`src/rtl/mcitt_pkg.sv`:
```
package mcitt_pkg;

  localparam int ENTRIES   = 16;
  localparam int SLOT_BITS = 8;
  localparam int IDX_W     = (ENTRIES > 1) ? $clog2(ENTRIES) : 1;
  localparam int CNT_W     = $clog2(ENTRIES + 1);
  localparam logic [7:0] SLOT_MASK = 8'((64'd1 << SLOT_BITS) - 64'd1);

  localparam int IN_DATA_W  = 112;
  localparam int OUT_DATA_W = 40;

  localparam logic [1:0] MODE_ADD    = 2'd0;
  localparam logic [1:0] MODE_CANCEL = 2'd1;
  localparam logic [1:0] MODE_TICK   = 2'd2;

  localparam logic [2:0] KIND_ADDED  = 3'd0;
  localparam logic [2:0] KIND_FULL   = 3'd1;
  localparam logic [2:0] KIND_CANCEL = 3'd2;
  localparam logic [2:0] KIND_FIRED  = 3'd3;
  localparam logic [2:0] KIND_DONE   = 3'd4;

  typedef struct packed {
    logic [31:0] id;
    logic [31:0] interval;
    logic [31:0] remaining;
    logic        one_shot;
    logic [7:0]  frame;
    logic        cancelled;
  } entry_t;

  typedef struct packed {
    logic        is_tick;
    logic        hit;
    logic [31:0] cancel_id;
    logic [31:0] delta;
    logic [7:0]  frame;
  } cmd_t;

  typedef struct packed {
    entry_t entry;
    logic   keep;
    logic   fire;
    logic   hit;
  } proc_res_t;

endpackage

```
`src/rtl/mcitt_cell.sv`:
```
module mcitt_cell (
  input  logic            clk,
  input  logic            shift,
  input  logic            load,
  input  mcitt_pkg::entry_t nbr,
  input  mcitt_pkg::entry_t ext,
  output mcitt_pkg::entry_t q
);
  import mcitt_pkg::*;

  always_ff @(posedge clk) begin
    if (load) begin
      q <= ext;
    end else if (shift) begin
      q <= nbr;
    end
  end

endmodule

```
`src/rtl/mcitt_proc.sv`:
```
module mcitt_proc (
  input  mcitt_pkg::entry_t    head,
  input  mcitt_pkg::cmd_t      cmd,
  output mcitt_pkg::proc_res_t res
);
  import mcitt_pkg::*;

  logic [31:0] rem;

  always_comb begin
    res.entry = head;
    res.keep  = 1'b1;
    res.fire  = 1'b0;
    res.hit   = 1'b0;
    rem       = (head.remaining > cmd.delta) ? head.remaining - cmd.delta : 32'd0;
    if (cmd.is_tick) begin
      if (head.cancelled) begin
        res.keep = 1'b0;
      end else begin
        res.entry.frame = cmd.frame;
        if (rem == 32'd0 && head.frame != cmd.frame) begin
          res.fire = 1'b1;
          if (head.one_shot) begin
            res.entry.cancelled = 1'b1;
            res.keep = 1'b0;
          end else begin
            rem = head.interval;
          end
        end
        res.entry.remaining = rem;
      end
    end else if (!cmd.hit && head.id == cmd.cancel_id) begin
      res.entry.cancelled = 1'b1;
      res.hit = 1'b1;
    end
  end

endmodule

```
`src/rtl/multi_channel_interval_timer_table.sv`:
```
// Timer table: a row of ENTRIES cells, oldest entry at the head. Add answers
// in the cycle after its beat is taken. Cancel and tick pop the head cell once
// per cycle while the output is not stalled, through one shared update unit,
// and write kept entries back behind the not-yet-visited ones, so the table
// stays compacted in order. A new beat is taken only when the block is idle
// and the output is empty.
module multi_channel_interval_timer_table (
  input  logic        clk,
  input  logic        rst,
  input  logic        s_axis_tvalid,
  output logic        s_axis_tready,
  // interval_ms[31:0], one_shot[32], cancel_id[64:33], delta_ms[96:65],
  // frame_slot[104:97], zero fill
  input  logic [mcitt_pkg::IN_DATA_W-1:0] s_axis_tdata,
  input  logic [1:0]  s_axis_tuser,   // mode
  output logic        m_axis_tvalid,
  input  logic        m_axis_tready,
  // task_id[31:0], found[32], zero fill
  output logic [mcitt_pkg::OUT_DATA_W-1:0] m_axis_tdata,
  output logic [2:0]  m_axis_tuser,   // kind
  output logic        m_axis_tlast
);
  import mcitt_pkg::*;

  typedef enum logic [1:0] {ST_IDLE, ST_RUN, ST_FIN} state_t;

  state_t            state;
  logic [CNT_W-1:0]  count;
  logic [CNT_W-1:0]  left;
  logic [CNT_W-1:0]  kept;
  logic [31:0]       next_id;
  cmd_t              cmd;
  logic [31:0]       out_id;
  logic              out_found;

  entry_t            cell_q [ENTRIES];
  logic [ENTRIES-1:0] cell_ld;
  entry_t            ext;
  entry_t            new_entry;
  proc_res_t         res;

  logic              accept;
  logic              adv;
  logic              out_load;
  logic [CNT_W-1:0]  wr_full;
  logic [IDX_W-1:0]  wr;
  logic              full;
  logic [7:0]        in_frame;

  assign in_frame      = s_axis_tdata[104:97] & SLOT_MASK;
  assign s_axis_tready = (state == ST_IDLE) && !m_axis_tvalid;
  assign accept        = s_axis_tvalid && s_axis_tready;
  assign adv           = !m_axis_tvalid || m_axis_tready;
  assign full          = (count == CNT_W'(ENTRIES));
  assign wr_full       = left + kept - CNT_W'(1);
  assign wr            = wr_full[IDX_W-1:0];
  assign m_axis_tdata  = {7'd0, out_found, out_id};
  // a new output beat is loaded this cycle
  assign out_load      = (accept && s_axis_tuser == MODE_ADD) ||
                         (state == ST_RUN && adv && res.fire) ||
                         (state == ST_FIN && adv);

  always_comb begin
    new_entry.id        = next_id;
    new_entry.interval  = s_axis_tdata[31:0];
    new_entry.remaining = s_axis_tdata[31:0];
    new_entry.one_shot  = s_axis_tdata[32];
    new_entry.frame     = in_frame;
    new_entry.cancelled = 1'b0;
    ext = (state == ST_RUN) ? res.entry : new_entry;
  end

  mcitt_proc u_proc (
    .head (cell_q[0]),
    .cmd  (cmd),
    .res  (res)
  );

  for (genvar i = 0; i < ENTRIES; i++) begin : g_cell
    assign cell_ld[i] =
      (accept && s_axis_tuser == MODE_ADD && !full && count[IDX_W-1:0] == IDX_W'(i)) ||
      (state == ST_RUN && adv && res.keep && wr == IDX_W'(i));
    mcitt_cell u_cell (
      .clk   (clk),
      .shift (state == ST_RUN && adv),
      .load  (cell_ld[i]),
      .nbr   ((i == ENTRIES - 1) ? ext : cell_q[(i + 1) % ENTRIES]),
      .ext   (ext),
      .q     (cell_q[i])
    );
  end

  always_ff @(posedge clk) begin
    if (rst) begin
      state         <= ST_IDLE;
      count         <= '0;
      next_id       <= '0;
      m_axis_tvalid <= 1'b0;
    end else begin
      if (out_load) begin
        m_axis_tvalid <= 1'b1;
      end else if (m_axis_tready) begin
        m_axis_tvalid <= 1'b0;
      end
      unique case (state)
        ST_IDLE: begin
          if (accept) begin
            cmd.is_tick   <= (s_axis_tuser == MODE_TICK);
            cmd.hit       <= 1'b0;
            cmd.cancel_id <= s_axis_tdata[64:33];
            cmd.delta     <= s_axis_tdata[96:65];
            cmd.frame     <= in_frame;
            left          <= count;
            kept          <= '0;
            unique case (s_axis_tuser)
              MODE_ADD: begin
                m_axis_tlast  <= 1'b1;
                out_found     <= 1'b0;
                if (full) begin
                  m_axis_tuser <= KIND_FULL;
                  out_id       <= '0;
                end else begin
                  m_axis_tuser <= KIND_ADDED;
                  out_id       <= next_id;
                  next_id      <= next_id + 32'd1;
                  count        <= count + CNT_W'(1);
                end
              end
              MODE_CANCEL, MODE_TICK: begin
                state <= (count == '0) ? ST_FIN : ST_RUN;
              end
              default: ;
            endcase
          end
        end
        ST_RUN: begin
          if (adv) begin
            if (res.fire) begin
              m_axis_tlast  <= 1'b0;
              m_axis_tuser  <= KIND_FIRED;
              out_id        <= cell_q[0].id;
              out_found     <= 1'b0;
            end
            cmd.hit <= cmd.hit | res.hit;
            kept    <= kept + CNT_W'(res.keep);
            left    <= left - CNT_W'(1);
            if (left == CNT_W'(1)) begin
              state <= ST_FIN;
            end
          end
        end
        ST_FIN: begin
          if (adv) begin
            m_axis_tlast  <= 1'b1;
            if (cmd.is_tick) begin
              m_axis_tuser <= KIND_DONE;
              out_id       <= '0;
              out_found    <= 1'b0;
            end else begin
              m_axis_tuser <= KIND_CANCEL;
              out_id       <= cmd.cancel_id;
              out_found    <= cmd.hit;
            end
            count <= kept;
            state <= ST_IDLE;
          end
        end
        default: state <= ST_IDLE;
      endcase
    end
  end

endmodule

```
`config.mk`:
```
export PLATFORM = sky130hd
export DESIGN_NAME = multi_channel_interval_timer_table
export DESIGN_NICKNAME = d
export VERILOG_FILES = /design/src/rtl/mcitt_pkg.sv /design/src/rtl/mcitt_cell.sv /design/src/rtl/mcitt_proc.sv /design/src/rtl/multi_channel_interval_timer_table.sv
export SDC_FILE = /design/constraint.sdc
export NUM_CORES = 2
export LEC_CHECK = 0
export ABC_AREA = 1
export BUFFER_PORTS_ARGS = -buffer_cell sky130_fd_sc_hd__buf_4
export CAP_MARGIN = 20
export CORE_MARGIN = 2
export CORE_UTILIZATION = 60
export CTS_BUF_LIST = sky130_fd_sc_hd__clkbuf_8
export DETAILED_ROUTE_END_ITERATION = 10
export PLACE_DENSITY = 0.77
export REMOVE_ABC_BUFFERS = 1
export SKIP_LAST_GASP = 1
export SLEW_MARGIN = 20
export SYNTH_ARGS = -nofsm -noshare
export SYNTH_HDL_FRONTEND = slang
export SYNTH_SLANG_ARGS = --single-unit
```
`constraint.sdc`:
```
create_clock -name clk -period 26 [get_ports clk]
set_input_delay 5.2 -clock clk [delete_from_list [all_inputs] [get_ports clk]]
set_output_delay 5.2 -clock clk [all_outputs]
set_load 0.05 [all_outputs]
```
# After elaboration in Yosys (flattened, before gate mapping)
# Cells that the tools add are included.
# totals
in_bits,118
ff_bits,1857
output_inout_bits,46
# classes
eq_ne,46
addsub,7
muxes,99
magnitude_cmp,1
n_reduce_logical,97
bitwise,3
# op_table
op,n
106-bit two-way mux,33
32-bit two-way mux,12
32-bit one-hot mux with 3 select lines,1
73-bit two-way mux,1
4-bit == test (second input constant),16
1-bit logical AND,42
5-bit two-way mux,8
2-bit nonzero test,19
32-bit by 1-bit adder with 32-bit output (second input constant),1
32-bit == test,1
4-bit by 3-bit == test with 1-bit output (second input constant),8
32-bit greater-than comparator,1
32-bit zero test,1
32-bit subtractor,1
5-bit one-hot mux with 2 select lines,3
3-bit two-way mux,7
1-bit logical OR,19
1-bit two-way mux,19
4-bit by 2-bit == test with 1-bit output (second input constant),4
2-bit two-way mux,8
2-bit != test (second input constant),5
5-bit AND reduction,2
9-bit two-way mux,1
3-bit one-hot mux with 3 select lines,1
other kinds (27),39

# Longest topological paths before layout
# depth
word_depth,11
ltp_mapped,29

# Cells and area by module
# Synthesis repeated with hierarchy kept, for this count alone.
# hier_totals
cells_unflattened,9307
area_unflattened_um2,86635.6
# modules_own_cells
module,cells_each,seq_area_each_um2,n_inst,area_each_um2
mcitt_cell,449,3183.1,16,4536.9
multi_channel_interval_timer_table,1037,4434.3,1,8665.8
mcitt_proc,1086,0.0,1,5380.2

# Worst setup path before layout
# OpenSTA, ideal clock, no wires.
# synth_timing
kind,input port to flip-flop
from,input port s_axis_tuser[0]
to,"register g_cell[15].u_cell.q[0] in the netlist's numbering, enable pin"
t_arrival_ps,13502
slack_ps,11780
cell_stages,8
path_cell_list,inv_1 -> ha_1 -> inv_1 -> nor2_1 -> inv_1 -> nor2_1 -> inv_1 -> o21ai_0
# synth_via
elab_chain_len,6
# synth_rtl
item,line_no,rtl
"start, declared",multi_channel_interval_timer_table.sv:15,"input logic [1:0] s_axis_tuser,"
2-bit zero test,multi_channel_interval_timer_table.sv:81,(accept && s_axis_tuser == MODE_ADD && !full && count[IDX_W-1:0] == IDX_W'(i)) ||
1-bit logical AND (3 in series),multi_channel_interval_timer_table.sv:81,
1-bit logical OR,multi_channel_interval_timer_table.sv:81,
2-bit nonzero test (no source line),n/a,
"end signal, assigned",mcitt_cell.sv:13,q <= ext;
"end signal, assigned",mcitt_cell.sv:15,q <= nbr;
"end, declared",mcitt_cell.sv:7,output mcitt_pkg::entry_t q
# No other way between the ends.
# A chain may end at the register's enable or synchronous reset.

# Worst setup path in the final report
# layout_timing
from,input port s_axis_tuser[0]
to,"register g_cell[13].u_cell.q[8] in the netlist's numbering, data pin"
# layout_via
elab_chain_len,6
# layout_rtl
item,line_no,rtl
2-bit zero test,multi_channel_interval_timer_table.sv:81,
1-bit logical AND (3 in series),multi_channel_interval_timer_table.sv:81,
1-bit logical OR,multi_channel_interval_timer_table.sv:81,
106-bit two-way mux,mcitt_cell.sv:12,if (load) begin
"end signal, assigned",mcitt_cell.sv:13,
"end signal, assigned",mcitt_cell.sv:15,
"end, declared",mcitt_cell.sv:7,
# No other way between the ends.

==> impl_metrics.csv <==
group,metric,value,unit
outcome,status,"complete, no violations",
clocking,clkSinkCount,1857,
min_path,whs_path_depth,2,
placed_design,place_congestion,0.912,
clocking,worstSkewPairLatency,1070,ps
die,die_w,385,um
synth,seq_area_frac_synth,63.6,%
timing,rsz0062_at_grt,"no",
timing,skew,115,ps
clocking,htreeDepth,5,
global_route,grt_max_degree,79,
clocking,cts_buffers,317,
layout,final_cell_mix,"nand2_1 (3843), edfxtp_1 (1817), nand3_1 (1713), inv_1 (390), clkbuf_8 (321)",
global_route,antenna_found_initial,5,
pwr,p_clk_share,23.5,%
global_route,gr-usage-met2,56.8,%
job,cap_violations,0,
synth,yosys-top-cells-area,"edfxtp_1 (63%), nand2_1 (17%), nand3_1 (10%)",
pwr,pwr_density_cell,106,nW/um^2
layout,drive_above_1_share,8.55,%
synth,synth_top_area_share,62.7,%
timing,whs,481,ps
synth,syn_area_per_cell,9.58,sq um
layout,regArea,55400,sq um
placed_design,dp_hpwl,156000,um
clocking,cts_root_buf,"clkbuf_8",
synth,ys_ff_latch,1857,
global_route,met1_usage,45.4,%
synth,synthArstFlopShare,0,%
synth,synth.distinct_cells,48,
timing,tns,0,ps
layout,synthToLayoutAreaGrowth,8.52,%
synth,synth_ff_type,"edfxtp_1",
clocking,cts_tree,"done",
drt,dr.pass1.iters,7,
global_route,grt_first_pass_wirelength,396000,um
timing,slew_violations,0,
global_route,grt_pass1_vias,67408,
drt,drc,0,
pwr,p_int,6.35,mW
worst_setup_path,cp-start-kind,"primary input",
die,start_util,60.5,%
min_path,holdCritStartpoint,"g_cell[8].u_cell.q[12]",
worst_setup_path,worstPathArrival,10470,ps
worst_setup_path,end_kind,"register",
clocking,hold_buffers,0,
synth,syn_area,87000,sq um
synth,synthCells,9087,
worst_setup_path,r2r-start,"g_cell[0].u_cell.q[35]",
pwr,ir_worst_vdd,0.0591,mV
timing,hold_violations,0,
drt,first_iter_violations,8671,
die,num_rows,139,
layout,layout_commonest_cell,"nand2_1",
timing,period_minus_slack,9610,ps
die,pin_count,164,
timing,min_period_over_period,37.0,%
min_path,hold_end,"g_cell[7].u_cell.q[12]",
worst_setup_path,rr_endpoint,"g_cell[11].u_cell.q[34]",
clocking,clk_pin_slew,60,ps
clocking,post-cts-setup-buffers,0,
timing,tightest_slew,1230,ps
layout,final_nets,9169,
drt,vias,69162,
worst_setup_path,crit_fanout,69,
min_path,hold_path.class,"reg2reg",
global_route,gr-usage-met3,9.24,%
pwr,p_sw,3.65,mW
layout,fill_cells,11003,
pwr,power_leakage,39.3,nW
clocking,cts_buffer_depth,4,
timing,relSlewSlack,17.7,%
layout,multiInputGateArea,28100,sq um
worst_setup_path,rr_worst_depth,21,
worst_setup_path,rrSetupSlack,17800,ps
drt,viasPerCell,6.22,
die,die_h,385,um
drt,post_drt_wl_per_cell,23.6,um
worst_setup_path,crit_required,26860,ps
pwr,share_comb_of_total_power,29.0,%
synth,yosysTopAreaCell,"edfxtp_1",
synth,yosys_warnings,0,
layout,final_util,65.7,%
synth,synth_edf_count,1817,
pwr,p_seq_share,47.5,%
clocking,cts_resized,0,
timing,setup_viol,0,
global_route,track_usage,35.3,%
die,core_area,144000,sq um
timing,fmax,104,MHz
global_route,overflow,0,
drt,ant_nets,0,
placed_design,port_buffers,149,
worst_setup_path,crit_type,"in2reg",
drt,routed_wl,262000,um
pwr,swShare,36.5,%
global_route,top_usage_layer,"met2",
die,dieArea,148000,sq um
-- kinds of logic (layout without fill, tap and decap cells) --
family / count (synthesis) / after routing / synth area share (%)
compound gates: 257 / 257 / 1.69
xor+xnor: 55 / 55 / 0.554
fa+ha+maj: 53 / 53 / 0.779
buf+inv: 984 / 1100 / 4.90
flops: 1857 / 1857 / 63.6
other cells: 1 / 12 / 0.00431
simple gates: 5880 / 5880 / 28.5
-- routing by layer --
metal | vias up | wire length (um)
met3 | 824 | 37300
met2 | 4993 | 122000
met1 | 32851 | 91800
met5 | - | 15
li1 | 30492 | -
met4 | 2 | 11600
-- through the flow --
stage	worst slack [ps]	cells	area, sq um	power, mW
floorplan	11450	8408	83900	6.64
global placement	15650	10577	88900	7.50
detailed placement	15560	10578	89000	7.62
CTS	16680	11108	94300	9.93
global route	16310	11114	94400	10.4
finish	16390	11117	94400	10.0
-- power by group through the flow --
stage,Combinational [mW],Clock (mW),Sequential (mW)
after global routing,3.14,2.47,4.80
after global placement,2.73,0,4.77
final,2.90,2.35,4.75
after CTS,2.83,2.35,4.74
after floorplan,1.75,0,4.89
after detailed placement,2.82,0,4.80
-- registers in the layout, summed over array words and instances (netlist names) --
| signal | flops |
|---|---|
| cmd | 74 |
| count | 5 |
| g_cell.u_cell.q | 1696 |
| kept | 5 |
| left | 5 |
| m_axis_tlast | 1 |
| m_axis_tuser | 3 |
| m_axis_tvalid | 1 |
| next_id | 32 |
| out_found | 1 |
| out_id | 32 |
| state | 2 |
-- worst max-delay path by stage --
stage	from	to	slack [ps]	cells after the start
CTS	s_axis_tuser[0]	g_cell[13].u_cell.q[8]	16680	17
detailed placement	s_axis_tuser[0]	g_cell[13].u_cell.q[88]	15560	17
global route	s_axis_tuser[0]	g_cell[13].u_cell.q[81]	16310	17
finish	s_axis_tuser[0]	g_cell[13].u_cell.q[8]	16390	17
global placement	s_axis_tuser[0]	g_cell[13].u_cell.q[0]	15650	17
floorplan	s_axis_tuser[0]	g_cell[15].u_cell.q[0]	11450	8
-- cell type report --
cell class              count  share of cell area [%]
flip-flops and latches   1857                    58.6
diodes                      5                  0.0132
inverters                 299                    1.19
multi-input cells        6252                    29.8
clock inverters           209                   0.992
clock buffers             321                    4.68
well taps                1903                    2.52
repair buffers            271                    2.22
-- cells in the mapped netlist, drive strengths merged, types with 4 or more instances --
cell / instances
nand2: 3881
edfxtp: 1817
nand3: 1740
clkbuf: 404
inv: 298
buf: 281
nor2: 155
o21ai: 105
a21oi: 95
ha: 51
dfxtp: 40
xor2: 40
nand4: 39
nor3: 28
a31o: 25
nand3b: 17
xnor2: 15
nor4: 12
a211oi: 9
o31ai: 6
a221oi: 4
and2: 4
-- worst max-delay path, stage by stage --
cell     delay, ps
buf_4          110
inv_1           60
ha_1           170
inv_1           40
nor2_1          90
inv_1           70
nor2_2          70
buf_4          410
inv_1          280
nor2_1         660
nand2_4        560
buf_4          510
buf_4          400
nand2_4        550
buf_4          900
nand2_1        120
nand2_1        100
No activity file was read; power rests on OpenSTA's default activity.
